File: src/design/ssfs_pkg.sv
// ----------------------------------------------------------------------------
// Shortest seek first scheduler package
// Fixed field widths, constants and the sequencer state type.
// ----------------------------------------------------------------------------
`default_nettype none

package ssfs_pkg;

   localparam int TRACK_W = 10;   // served_track, track, start_track
   localparam int DIST_W  = 10;   // move_distance
   localparam int SUM_W   = 15;   // total_distance

   localparam logic [TRACK_W-1:0] START_RESET = TRACK_W'(50);
   localparam logic [SUM_W-1:0]   SUM_MAX     = {SUM_W{1'b1}};

   typedef enum logic [1:0] {
      ST_LOAD,
      ST_SCAN,
      ST_STEP,
      ST_EMIT
   } state_type;

   typedef struct packed {
      logic clear;
      logic take;
   } nrst_ctrl_type;

endpackage

`default_nettype wire

File: src/design/ssfs_req_if.sv
// ----------------------------------------------------------------------------
// Request channel
// Valid/ready channel carrying one track request per transaction.
// ----------------------------------------------------------------------------
`default_nettype none

interface ssfs_req_if;
   import ssfs_pkg::*;

   logic               valid;
   logic               ready;
   logic [TRACK_W-1:0] track;
   logic               last;

   modport source (output valid, output track, output last, input ready);
   modport sink   (input valid, input track, input last, output ready);
endinterface

`default_nettype wire

File: src/design/ssfs_rsp_if.sv
// ----------------------------------------------------------------------------
// Result channel
// Valid/ready channel carrying one scheduled request per transaction.
// ----------------------------------------------------------------------------
`default_nettype none

interface ssfs_rsp_if;
   import ssfs_pkg::*;

   logic               valid;
   logic               ready;
   logic [TRACK_W-1:0] served_track;
   logic [DIST_W-1:0]  move_distance;
   logic [SUM_W-1:0]   total_distance;
   logic               final_res;

   modport source (output valid, output served_track, output move_distance,
                   output total_distance, output final_res, input ready);
   modport sink   (input valid, input served_track, input move_distance,
                   input total_distance, input final_res, output ready);
endinterface

`default_nettype wire

File: src/design/ssfs_ram.sv
// ----------------------------------------------------------------------------
// Generic single-port-write RAM
// One write port, one read port with registered read data.
// ----------------------------------------------------------------------------
`default_nettype none

module ssfs_ram #(
   parameter int WIDTH  = 10,
   parameter int DEPTH  = 32,
   parameter int ADDR_W = 5
) (
   input  wire logic              clock,
   input  wire logic              wr_en,
   input  wire logic [ADDR_W-1:0] wr_addr,
   input  wire logic [WIDTH-1:0]  wr_data,
   input  wire logic [ADDR_W-1:0] rd_addr,
   output logic      [WIDTH-1:0]  rd_data
);

   logic [WIDTH-1:0] mem [DEPTH];
   logic [WIDTH-1:0] rd_data_ff;

   always_ff @(posedge clock) begin
      if (wr_en) begin
         mem[wr_addr] <= wr_data;
      end
      rd_data_ff <= mem[rd_addr];
   end

   assign rd_data = rd_data_ff;

endmodule

`default_nettype wire

File: src/design/ssfs_nearest.sv
// ----------------------------------------------------------------------------
// Nearest request tracker
// Shared distance and compare unit; keeps the best candidate of a scan.
// ----------------------------------------------------------------------------
`default_nettype none

module ssfs_nearest #(
   parameter int TRACK_BITS = 10,
   parameter int IDX_W      = 5
) (
   input  wire logic                    clock,
   input  wire logic                    reset,
   input  wire ssfs_pkg::nrst_ctrl_type ctrl,
   input  wire logic [TRACK_BITS-1:0]   cand_track,
   input  wire logic [IDX_W-1:0]        cand_idx,
   input  wire logic [TRACK_BITS-1:0]   head,
   output logic      [TRACK_BITS-1:0]   best_track,
   output logic      [TRACK_BITS-1:0]   best_dist,
   output logic      [IDX_W-1:0]        best_idx
);
   import ssfs_pkg::*;

   logic                  best_vld_ff, best_vld_in;
   logic [TRACK_BITS-1:0] best_trk_ff, best_trk_in;
   logic [TRACK_BITS-1:0] best_dist_ff, best_dist_in;
   logic [IDX_W-1:0]      best_idx_ff, best_idx_in;
   logic [TRACK_BITS-1:0] cand_dist;
   logic                  better;

   always_comb begin
      cand_dist = (cand_track > head) ? (cand_track - head) : (head - cand_track);
      // lower track wins a tie on distance
      better = !best_vld_ff || (cand_dist < best_dist_ff) ||
               ((cand_dist == best_dist_ff) && (cand_track < best_trk_ff));

      best_vld_in  = best_vld_ff;
      best_trk_in  = best_trk_ff;
      best_dist_in = best_dist_ff;
      best_idx_in  = best_idx_ff;
      if (ctrl.clear) begin
         best_vld_in = 1'b0;
      end else if (ctrl.take && better) begin
         best_vld_in  = 1'b1;
         best_trk_in  = cand_track;
         best_dist_in = cand_dist;
         best_idx_in  = cand_idx;
      end
   end

   always_ff @(posedge clock) begin
      if (reset) begin
         best_vld_ff <= 1'b0;
      end else begin
         best_vld_ff <= best_vld_in;
      end
      best_trk_ff  <= best_trk_in;
      best_dist_ff <= best_dist_in;
      best_idx_ff  <= best_idx_in;
   end

   assign best_track = best_trk_ff;
   assign best_dist  = best_dist_ff;
   assign best_idx   = best_idx_ff;

endmodule

`default_nettype wire

File: src/design/shortest_seek_first_scheduler_unit.sv
// Loading takes one request per cycle; ready is high only while loading.
// After the request marked last, each result of a batch comes from a walk of the
// request store by the shared compare unit, one entry per cycle behind its
// registered read port, then the step state updates the head. Results wait in
// an output register; the next batch loads after the final one. Reset is
// synchronous: empty batch, start track 50, no result pending.
// ----------------------------------------------------------------------------
// Shortest seek first scheduler
// Batches track requests and emits them in shortest seek first order.
// ----------------------------------------------------------------------------
`default_nettype none

module shortest_seek_first_scheduler_unit #(
   parameter int MAX_REQUESTS = 32,
   parameter int TRACK_BITS   = 10
) (
   input  wire logic                           clock,
   input  wire logic                           reset,
   ssfs_req_if.sink                            req_ch,
   ssfs_rsp_if.source                          rsp_ch,
   input  wire logic                           csr_we,
   input  wire logic [ssfs_pkg::TRACK_W-1:0]   csr_wdata
);
   import ssfs_pkg::*;

   localparam int IDX_W = (MAX_REQUESTS > 1) ? $clog2(MAX_REQUESTS) : 1;
   localparam int CNT_W = $clog2(MAX_REQUESTS + 1);
   localparam int EXT_W = TRACK_BITS + TRACK_W;
   localparam int ADD_W = ((SUM_W > TRACK_BITS) ? SUM_W : TRACK_BITS) + 1;

   state_type state_ff, state_in;

   logic [TRACK_W-1:0]      start_ff;
   logic [CNT_W-1:0]        count_ff, count_in;
   logic [MAX_REQUESTS-1:0] pending_ff, pending_in;
   logic [CNT_W-1:0]        scan_idx_ff, scan_idx_in;
   logic                    cmp_vld_ff, cmp_vld_in;
   logic [IDX_W-1:0]        cmp_idx_ff;
   logic [TRACK_BITS-1:0]   head_ff, head_in;
   logic [SUM_W-1:0]        sum_ff, sum_in;

   logic [TRACK_W-1:0]      out_trk_ff, out_trk_in;
   logic [DIST_W-1:0]       out_dist_ff, out_dist_in;
   logic                    out_final_ff, out_final_in;

   logic                    req_acc, rsp_acc;
   logic                    store_wr;
   logic [TRACK_BITS-1:0]   req_trk, start_trk, rd_data;
   logic [TRACK_BITS-1:0]   best_track, best_dist;
   logic [IDX_W-1:0]        best_idx;
   logic [MAX_REQUESTS-1:0] clr_mask;
   logic [ADD_W-1:0]        sum_wide;
   logic [EXT_W-1:0]        trk_ext, dist_ext, req_ext, start_ext;
   nrst_ctrl_type           nrst_ctrl;

   // mask input and start track to the stored width
   assign req_ext   = EXT_W'(req_ch.track);
   assign start_ext = EXT_W'(start_ff);
   assign req_trk   = req_ext[TRACK_BITS-1:0];
   assign start_trk = start_ext[TRACK_BITS-1:0];

   assign req_ch.ready = (state_ff == ST_LOAD);
   assign req_acc      = req_ch.valid && req_ch.ready;
   assign rsp_acc      = rsp_ch.valid && rsp_ch.ready;
   assign store_wr     = req_acc && (count_ff < CNT_W'(MAX_REQUESTS));

   ssfs_ram #(
      .WIDTH  (TRACK_BITS),
      .DEPTH  (MAX_REQUESTS),
      .ADDR_W (IDX_W)
   ) u_store (
      .clock   (clock),
      .wr_en   (store_wr),
      .wr_addr (count_ff[IDX_W-1:0]),
      .wr_data (req_trk),
      .rd_addr (scan_idx_ff[IDX_W-1:0]),
      .rd_data (rd_data)
   );

   ssfs_nearest #(
      .TRACK_BITS (TRACK_BITS),
      .IDX_W      (IDX_W)
   ) u_nearest (
      .clock      (clock),
      .reset      (reset),
      .ctrl       (nrst_ctrl),
      .cand_track (rd_data),
      .cand_idx   (cmp_idx_ff),
      .head       (head_ff),
      .best_track (best_track),
      .best_dist  (best_dist),
      .best_idx   (best_idx)
   );

   always_comb begin
      for (int i = 0; i < MAX_REQUESTS; i++) begin
         clr_mask[i] = (IDX_W'(i) == best_idx);
      end
      sum_wide = ADD_W'(sum_ff) + ADD_W'(best_dist);
      trk_ext  = EXT_W'(best_track);
      dist_ext = EXT_W'(best_dist);
   end

   always_comb begin
      state_in     = state_ff;
      count_in     = count_ff;
      pending_in   = pending_ff;
      scan_idx_in  = scan_idx_ff;
      cmp_vld_in   = 1'b0;
      head_in      = head_ff;
      sum_in       = sum_ff;
      out_trk_in   = out_trk_ff;
      out_dist_in  = out_dist_ff;
      out_final_in = out_final_ff;
      nrst_ctrl    = '0;

      unique case (state_ff)
         ST_LOAD: begin
            if (store_wr) begin
               pending_in[count_ff[IDX_W-1:0]] = 1'b1;
               count_in = count_ff + CNT_W'(1);
            end
            if (req_acc && req_ch.last) begin
               head_in     = start_trk;
               sum_in      = '0;
               scan_idx_in = '0;
               state_in    = ST_SCAN;
            end
         end
         ST_SCAN: begin
            // read issued this cycle is compared in the next one
            cmp_vld_in     = (scan_idx_ff < count_ff);
            nrst_ctrl.take = cmp_vld_ff && pending_ff[cmp_idx_ff];
            if (scan_idx_ff == count_ff) begin
               state_in = ST_STEP;
            end else begin
               scan_idx_in = scan_idx_ff + CNT_W'(1);
            end
         end
         ST_STEP: begin
            nrst_ctrl.clear = 1'b1;
            pending_in      = pending_ff & ~clr_mask;
            head_in         = best_track;
            sum_in          = (sum_wide > ADD_W'(SUM_MAX)) ? SUM_MAX
                                                           : sum_wide[SUM_W-1:0];
            out_trk_in      = trk_ext[TRACK_W-1:0];
            out_dist_in     = dist_ext[DIST_W-1:0];
            out_final_in    = ((pending_ff & ~clr_mask) == '0);
            state_in        = ST_EMIT;
         end
         ST_EMIT: begin
            if (rsp_acc) begin
               scan_idx_in = '0;
               if (out_final_ff) begin
                  count_in   = '0;
                  pending_in = '0;
                  state_in   = ST_LOAD;
               end else begin
                  state_in = ST_SCAN;
               end
            end
         end
         default: state_in = ST_LOAD;
      endcase
   end

   always_ff @(posedge clock) begin
      if (reset) begin
         state_ff   <= ST_LOAD;
         start_ff   <= START_RESET;
         count_ff   <= '0;
         pending_ff <= '0;
         cmp_vld_ff <= 1'b0;
         sum_ff     <= '0;
      end else begin
         state_ff   <= state_in;
         count_ff   <= count_in;
         pending_ff <= pending_in;
         cmp_vld_ff <= cmp_vld_in;
         sum_ff     <= sum_in;
         if (csr_we) begin
            start_ff <= csr_wdata;
         end
      end
      scan_idx_ff  <= scan_idx_in;
      cmp_idx_ff   <= scan_idx_ff[IDX_W-1:0];
      head_ff      <= head_in;
      out_trk_ff   <= out_trk_in;
      out_dist_ff  <= out_dist_in;
      out_final_ff <= out_final_in;
   end

   assign rsp_ch.valid          = (state_ff == ST_EMIT);
   assign rsp_ch.served_track   = out_trk_ff;
   assign rsp_ch.move_distance  = out_dist_ff;
   assign rsp_ch.total_distance = sum_ff;
   assign rsp_ch.final_res      = out_final_ff;

endmodule

`default_nettype wire
File: src/flat_wrapper.sv
// flat-port wrapper written by rule: the top's interface ports become plain ports
module shortest_seek_first_scheduler_unit_flat import ssfs_pkg::*;
#(
   parameter int MAX_REQUESTS = 32,
   parameter int TRACK_BITS   = 10
)
  (clock, reset, csr_we, csr_wdata, req_ch_valid, req_ch_track, req_ch_last, req_ch_ready, rsp_ch_valid, rsp_ch_served_track, rsp_ch_move_distance, rsp_ch_total_distance, rsp_ch_final_res, rsp_ch_ready);
  ssfs_req_if req_ch_i ();
  ssfs_rsp_if rsp_ch_i ();
  input  wire logic clock;
  input  wire logic reset;
  input  wire logic csr_we;
  input  wire logic [ssfs_pkg::TRACK_W-1:0] csr_wdata;
  input wire logic [$bits(req_ch_i.valid)-1:0] req_ch_valid;
  input wire logic [$bits(req_ch_i.track)-1:0] req_ch_track;
  input wire logic [$bits(req_ch_i.last)-1:0] req_ch_last;
  output wire logic [$bits(req_ch_i.ready)-1:0] req_ch_ready;
  output wire logic [$bits(rsp_ch_i.valid)-1:0] rsp_ch_valid;
  output wire logic [$bits(rsp_ch_i.served_track)-1:0] rsp_ch_served_track;
  output wire logic [$bits(rsp_ch_i.move_distance)-1:0] rsp_ch_move_distance;
  output wire logic [$bits(rsp_ch_i.total_distance)-1:0] rsp_ch_total_distance;
  output wire logic [$bits(rsp_ch_i.final_res)-1:0] rsp_ch_final_res;
  input wire logic [$bits(rsp_ch_i.ready)-1:0] rsp_ch_ready;
  assign req_ch_i.valid = req_ch_valid;
  assign req_ch_i.track = req_ch_track;
  assign req_ch_i.last = req_ch_last;
  assign req_ch_ready = req_ch_i.ready;
  assign rsp_ch_valid = rsp_ch_i.valid;
  assign rsp_ch_served_track = rsp_ch_i.served_track;
  assign rsp_ch_move_distance = rsp_ch_i.move_distance;
  assign rsp_ch_total_distance = rsp_ch_i.total_distance;
  assign rsp_ch_final_res = rsp_ch_i.final_res;
  assign rsp_ch_i.ready = rsp_ch_ready;
  shortest_seek_first_scheduler_unit #(.MAX_REQUESTS(MAX_REQUESTS), .TRACK_BITS(TRACK_BITS)) u_core (.clock(clock), .reset(reset), .req_ch(req_ch_i), .rsp_ch(rsp_ch_i), .csr_we(csr_we), .csr_wdata(csr_wdata));
endmodule
File: config.mk
export PLATFORM = sky130hd
export DESIGN_NAME = shortest_seek_first_scheduler_unit_flat
export DESIGN_NICKNAME = d
export VERILOG_FILES = /design/src/design/ssfs_pkg.sv /design/src/design/ssfs_req_if.sv /design/src/design/ssfs_rsp_if.sv /design/src/design/ssfs_ram.sv /design/src/design/ssfs_nearest.sv /design/src/design/shortest_seek_first_scheduler_unit.sv /design/src/flat_wrapper.sv
export SDC_FILE = /design/constraint.sdc
export NUM_CORES = 1
export LEC_CHECK = 0
export ABC_AREA = 0
export BUFFER_PORTS_ARGS = -buffer_cell sky130_fd_sc_hd__buf_2
export CORE_AREA = 2 2 190 192
export DETAILED_ROUTE_END_ITERATION = 7
export DIE_AREA = 0 0 192 194
export PLACE_DENSITY = 0.87
export SYNTH_ARGS = -nofsm -noshare
export SYNTH_HDL_FRONTEND = slang
export SYNTH_HIERARCHICAL = 1
export SYNTH_SLANG_ARGS = --single-unit
File: constraint.sdc
create_clock -name clock -period 12.7 [get_ports clock]
set_clock_uncertainty 0.1 [all_clocks]
set_input_delay 0.635 -clock clock [delete_from_list [all_inputs] [get_ports clock]]
set_output_delay 0.635 -clock clock [all_outputs]
set_load 0.005 [all_outputs]
==> out/qor.csv, run 1 <==
metric,value,unit
ioPinCount,64,
drcViolationCount,0,
cts_hold_buf,0,
setup_tns,0,ns
port_buffers,63,
drtPass1Iterations,5,
grt_max_degree,122,
worstPathRequired,12.83,ns
seqPwrFrac,39.2,%
num_vias,13423,
yosysSeqAreaShare,62.6,%
insertion_delay,0.62,ns
regArea,0.0131,mm²
clock_path_buffers,3,
synth_ff_type,edfxtp_1,
synthXorXnorAreaFrac,1.00,%
synth_common_cells,"382 x edfxtp_1, 180 x mux2i_1, 118 x nor2_1",
grt_usage,26.1,%
cts_tree,built,
worstMarginPinSlew,1.22,ns
slew_headroom,18.3,%
post-route-min-period,4.76,ns
root_buffer,clkbuf_16,
rows,69,
vias_per_cell,6.44,
p_sw_share,34.6,%
synth_top_area_share,54.8,%
synth_area,0.0209,mm²
end_kind,flop,
cts.sinks,464,
synth_top_family_by_area,multiplexers,
postSynthRegisterBits,464,
dieArea,0.0372,mm²
grt_overflow,0,
grt_pass1_vias,13158,
status,completed,
synthCells,1545,
p_switching,1.65,mW
whs,0.194,ns
antenna_found_initial,1,
cts_setup_buffers,0,
ant_nets,0,
finalSetupViolCount,0,
synth_area_per_cell,13.6,µm²
path_class,flop to flop,
synth_edf_count,382,
synthMuxAreaShare,10.3,%
ys_top_cells_by_area,"edfxtp_1 55%, mux2i_1 8.6%, dfxtp_1 7.8%",
totalWireLength,48700,µm
p_clk_share,27.9,%
place_congestion,0.966,
htree_levels,2,
syn2layout_area_growth,9.30,%
wire_per_inst,23.3,µm
synth-simple-area-share,8.08,%
multi_input_area,0.00707,mm²
coreArea,0.0352,mm²
cellPowerDensity,209,mW/mm²
nets,1682,
internal-power,3.12,mW
die_w,192,µm
dr.first_iter.drc_count,1225,
synth-compound-area-share,10.2,%
min_path_type,primary input to flop,
synth_cell_types,75,
syn_nets,1638,
drive_gt1_share,11.3,%
cts.clk_slew.worst_paths,0.06,ns
hold_viol,0,
fmax,210,MHz
grt_pass1_wl,74300,µm
p_leak,8.28,nW
worstPathMaxFanout,20,
maxCapViolations,0,
slew_viol_final,0,
p_comb_share,32.9,%
rsz0062_at_grt,false,
numCtsBuffers,48,
fp.dieH,194,µm
design_area,0.0229,mm²
async_flop_share,0,%
yosys.cell_count.top_type,edfxtp_1,
synth_adder_area_share,4.11,%
antenna_cells,0,
period_share,37.5,%
cp_data_arrival_time,4.89,ns
initial_core_util,59.4,%
synth_top_area_cell,edfxtp_1,
yosys_warnings,6,
peakVddDrop,0.000166,V
fillers,2477,
placed_area,0.0214,mm²
post-dp-hpwl,30000,µm
ctsResizeCount,0,
start_kind,flop,
-- logic make-up after synthesis --
family	count (synthesis)
flip-flops	464
buffers and inverters	141
AO/OA/AOI/OAI	298
AND/OR/NAND/NOR	350
adder cells (fa/ha/maj)	67
multiplexers	201
XOR/XNOR	24
-- layer usage --
metal | part of all wire [%] | vias up | wire length, µm | global-route usage [%]
met5 | 0 | - | 0 | 0
met4 | 3.7 | 0 | 1820 | 11.0
met3 | 8.0 | 127 | 3880 | 4.36
met2 | 50 | 690 | 24200 | 43.7
met1 | 39 | 6627 | 18800 | 33.8
li1 | - | 5979 | - | -
-- cell usage in the layout (no fill, tap or decap), types with 4 or more instances in the layout --
master,instances
buf_2,63
nor2_1,117
a21oi_1,59
nand3b_1,5
a22oi_1,75
o21ai_0,24
nand4_1,16
o211ai_1,4
mux4_2,10
a21boi_0,12
a21o_1,9
edfxtp_1,382
nor3_1,20
mux2_2,10
nor2b_1,14
nand2b_1,6
xor2_1,8
and2_1,10
o22ai_1,11
clkinv_2,7
a32o_1,22
xnor2_1,16
clkbuf_16,48
inv_1,61
buf_4,10
nand3_1,35
dfxtp_1,82
ha_1,63
clkinv_1,11
o21a_1,5
nand2_1,86
and3_1,5
mux2i_1,180
a31oi_1,12
nor3_2,9
a22o_1,30
nor3b_1,4
clkbuf_1,10
-- power by group through the flow --
stage / sequential [mW] / combinational (mW) / clock (mW)
floorplan: 1.86 / 1.21 / 0
CTS: 1.87 / 1.54 / 1.35
global placement: 1.90 / 1.50 / 0
finish: 1.87 / 1.57 / 1.33
detailed placement: 1.90 / 1.52 / 0
global route: 1.89 / 1.68 / 1.41
-- metrics by stage --
stage	instances	util, %	power, mW	setup WS (ns)
2_1_floorplan	1545	-	3.07	8.39
3_5_place_dp	2000	60.7	3.43	8.00
3_3_place_gp	2000	60.7	3.39	8.10
5_1_grt	2085	65.0	4.97	7.62
6_report	2085	65.0	4.78	7.94
4_1_cts	2085	65.0	4.77	7.98
-- final cells by class --
cell class / count / share of cell area (%)
Multi-Input combinational cell: 940 / 30.9
Inverter: 61 / 1.00
Sequential cell: 464 / 57.3
Tap cell: 461 / 2.52
Timing Repair Buffer: 74 / 1.79
Clock buffer: 59 / 5.47
Clock inverter: 26 / 1.04
-- path summary, 6_finish.rpt --
path | from | endpoint | slack [ns] | cells past startpoint
worst min register to register | u_core/u_nearest/best_track[0]$_DFFE_PP_ | u_core/rsp_ch.served_track[0]$_DFFE_PP_ | 0.35 | 0
worst max register to register | u_core/u_store/rd_data[0]$_DFF_P_ | u_core/u_nearest/best_dist[0]$_DFFE_PP_ | 7.94 | 17
worst max-delay path | u_core/u_store/rd_data[0]$_DFF_P_ | u_core/u_nearest/best_dist[0]$_DFFE_PP_ | 7.94 | 17
worst min-delay path | csr_wdata[5] | u_core/start_ff[5]$_SDFFE_PP1P_ | 0.19 | 3
-- worst max-delay path, stage by stage, from the launching register on --
cell and delay [ns]:
dfxtp_1 0.32, inv_1 0.07, ha_1 0.13, inv_1 0.06, fa_1 0.39, a21o_1 0.21
a221oi_2 0.34, nor2_1 0.08, o31a_1 0.44, mux2i_1 0.26, xor2_1 0.23, ha_1 0.29
a21o_1 0.16, a21oi_1 0.14, nor2b_1 0.06, o311ai_0 0.32, a32o_1 0.41, buf_4 0.39
-- sequential cells by signal, indices dropped and copies added, names as in the netlist --
register	count
u_core/u_store/mem	320
u_core/pending_ff	32
u_core/rsp_ch.total_distance	15
u_core/head_ff	10
u_core/rsp_ch.move_distance	10
u_core/rsp_ch.served_track	10
u_core/start_ff	10
u_core/u_nearest/best_dist	10
u_core/u_nearest/best_track	10
u_core/u_store/rd_data	10
u_core/count_ff	6
u_core/scan_idx_ff	6
u_core/cmp_idx_ff	5
u_core/u_nearest/best_idx	5
u_core/state_ff	2
u_core/cmp_vld_ff	1
u_core/rsp_ch.final_res	1
u_core/u_nearest/best_vld_ff	1
No activity file was read; power rests on OpenSTA's default activity.
==> run 2, diff against run 1 <==
- clock period: 12.7 -> 4.9 ns (I/O delays scaled with it)
==> out/qor.csv, run 2 (synthesis results as in run 1) <==
metric,value,unit
start_kind,flop,
whs,0.0465,ns
drtPass1Iterations,6,
final_cell_mix,"382 x edfxtp_1, 180 x mux2i_1, 117 x nor2_1",
hold-path-cell-count,4,
hold_viol,0,
ant_nets,0,
antenna_cells,0,
reg2reg_slack,0.61,ns
grt_max_degree,91,
fmax,233,MHz
holdPathEnd,u_core/rsp_ch.total_distance[3]$_SDFFE_PP0P_,
min_path_type,primary input to flop,
layout_commonest_cell,edfxtp_1,
insertion_delay,0.58,ns
root_buffer,clkbuf_16,
pre_cts_ws,0.654,ns
cts_tree,built,
cts.clk_slew.worst_paths,0.06,ns
largest_register_ffs,320,
r2r_start,u_core/u_store/rd_data[0]$_DFF_P_,
grt_usage,26.2,%
num_vias,13417,
peakVddDrop,0.000559,V
reg2reg_depth,18,
final_util,65.7,%
dr.first_iter.drc_count,1314,
fillers,2423,
cts_hold_buf,10,
grt_overflow,0,
status,completed,
post-route-min-period,4.29,ns
rows,69,
multi_input_area,0.00707,mm²
drcViolationCount,0,
slew_viol_final,0,
ioPinCount,64,
p_leak,8.40,nW
coreArea,0.0352,mm²
grt_pass1_wl,74400,µm
placed_area,0.0215,mm²
total_power,12.6,mW
fp.dieH,194,µm
worst_slack,0.611,ns
end_kind,flop,
path_class,flop to flop,
setup_tns,0,ns
regArea,0.0131,mm²
numCtsBuffers,47,
period_share,87.5,%
cts_setup_buffers,0,
cellPowerDensity,545,mW/mm²
maxCapViolations,0,
totalWireLength,48400,µm
place_congestion,0.948,
worstPathRequired,5.06,ns
nets,1700,
ctsResizeCount,0,
rsz0062_at_grt,false,
worstMarginPinSlew,1.16,ns
syn2layout_area_growth,10.4,%
vias_per_cell,6.37,
antenna_found_initial,1,
r2r_end,u_core/u_nearest/best_idx[4]$_DFFE_PP_,
port_buffers,63,
place_inst,2009,
die_w,192,µm
top_register,u_core/u_store/mem,
cts.sinks,464,
slew_headroom,22.3,%
drive_gt1_share,12.0,%
initial_core_util,59.4,%
clock_path_buffers,3,
finalSetupViolCount,0,
hold_start,req_ch_last,
wire_per_inst,23.0,µm
post-dp-hpwl,30500,µm
design_area,0.0231,mm²
final_cell_count_no_fill,2106,
htree_levels,2,
grt_pass1_vias,13421,
cp_data_arrival_time,4.45,ns
worstPathMaxFanout,16,
dieArea,0.0372,mm²
-- run 2: changes by cell type in the layout (fill, tap and decap cells not counted) --
cell           change
clkbuf_1           +3
buf_4              +9
clkinv_1           -6
clkinv_16          -1
clkinv_4           +1
bufinv_16          +3
inv_6              +1
clkinv_2           +1
dlygate4sd3_1     +10
-- run 2: cell type report --
| type | instances | share of cell area [%] |
|---|---|---|
| Clock buffer | 62 | 5.46 |
| Clock inverter | 25 | 1.29 |
| Inverter | 61 | 0.990 |
| Multi-Input combinational cell | 940 | 30.6 |
| Sequential cell | 464 | 56.7 |
| Tap cell | 461 | 2.49 |
| Timing Repair Buffer | 93 | 2.50 |
-- run 2: worst max-delay path, stage by stage, from the launching register on --
cell	delay (ns)
dfxtp_1	0.33
inv_1	0.08
ha_1	0.14
inv_1	0.06
fa_1	0.40
a21o_1	0.20
a221oi_2	0.36
nor2_1	0.08
o31a_1	0.31
buf_4	0.20
mux2i_1	0.18
xor2_1	0.22
ha_1	0.28
a21o_1	0.16
a21oi_1	0.15
nor2b_1	0.06
o21ai_0	0.15
a32o_1	0.21
buf_4	0.27
-- run 2: how the worst max path moves through the flow --
stage | startpoint | to | slack (ns) | cells after the start
after floorplan | u_core/u_store/rd_data[0]$_DFF_P_ | u_core/u_nearest/best_dist[0]$_DFFE_PP_ | 0.59 | 17
after global placement | u_core/u_store/rd_data[0]$_DFF_P_ | u_core/u_nearest/best_idx[3]$_DFFE_PP_ | 0.71 | 17
after detailed placement | u_core/u_store/rd_data[0]$_DFF_P_ | u_core/u_nearest/best_idx[4]$_DFFE_PP_ | 0.65 | 17
after CTS | u_core/u_store/rd_data[0]$_DFF_P_ | u_core/u_nearest/best_idx[4]$_DFFE_PP_ | 0.64 | 17
after global routing | u_core/u_store/rd_data[0]$_DFF_P_ | u_core/u_nearest/best_idx[4]$_DFFE_PP_ | 0.35 | 17
final | u_core/u_store/rd_data[0]$_DFF_P_ | u_core/u_nearest/best_idx[4]$_DFFE_PP_ | 0.61 | 18
-- run 2: power breakdown --
group	internal, mW	switching (mW)	leakage [nW]
registers	4.61	0.246	4.12
clock network	2.10	1.51	0.754
logic	1.58	2.55	3.53
total	8.30	4.30	8.40
-- run 2: per-layer routing --
metal | track usage [%] | part of all wire, %
met2 | 44.2 | 50
met4 | 11.9 | 3.9
met5 | 0 | 0.027
met3 | 4.14 | 8.1
met1 | 33.4 | 38
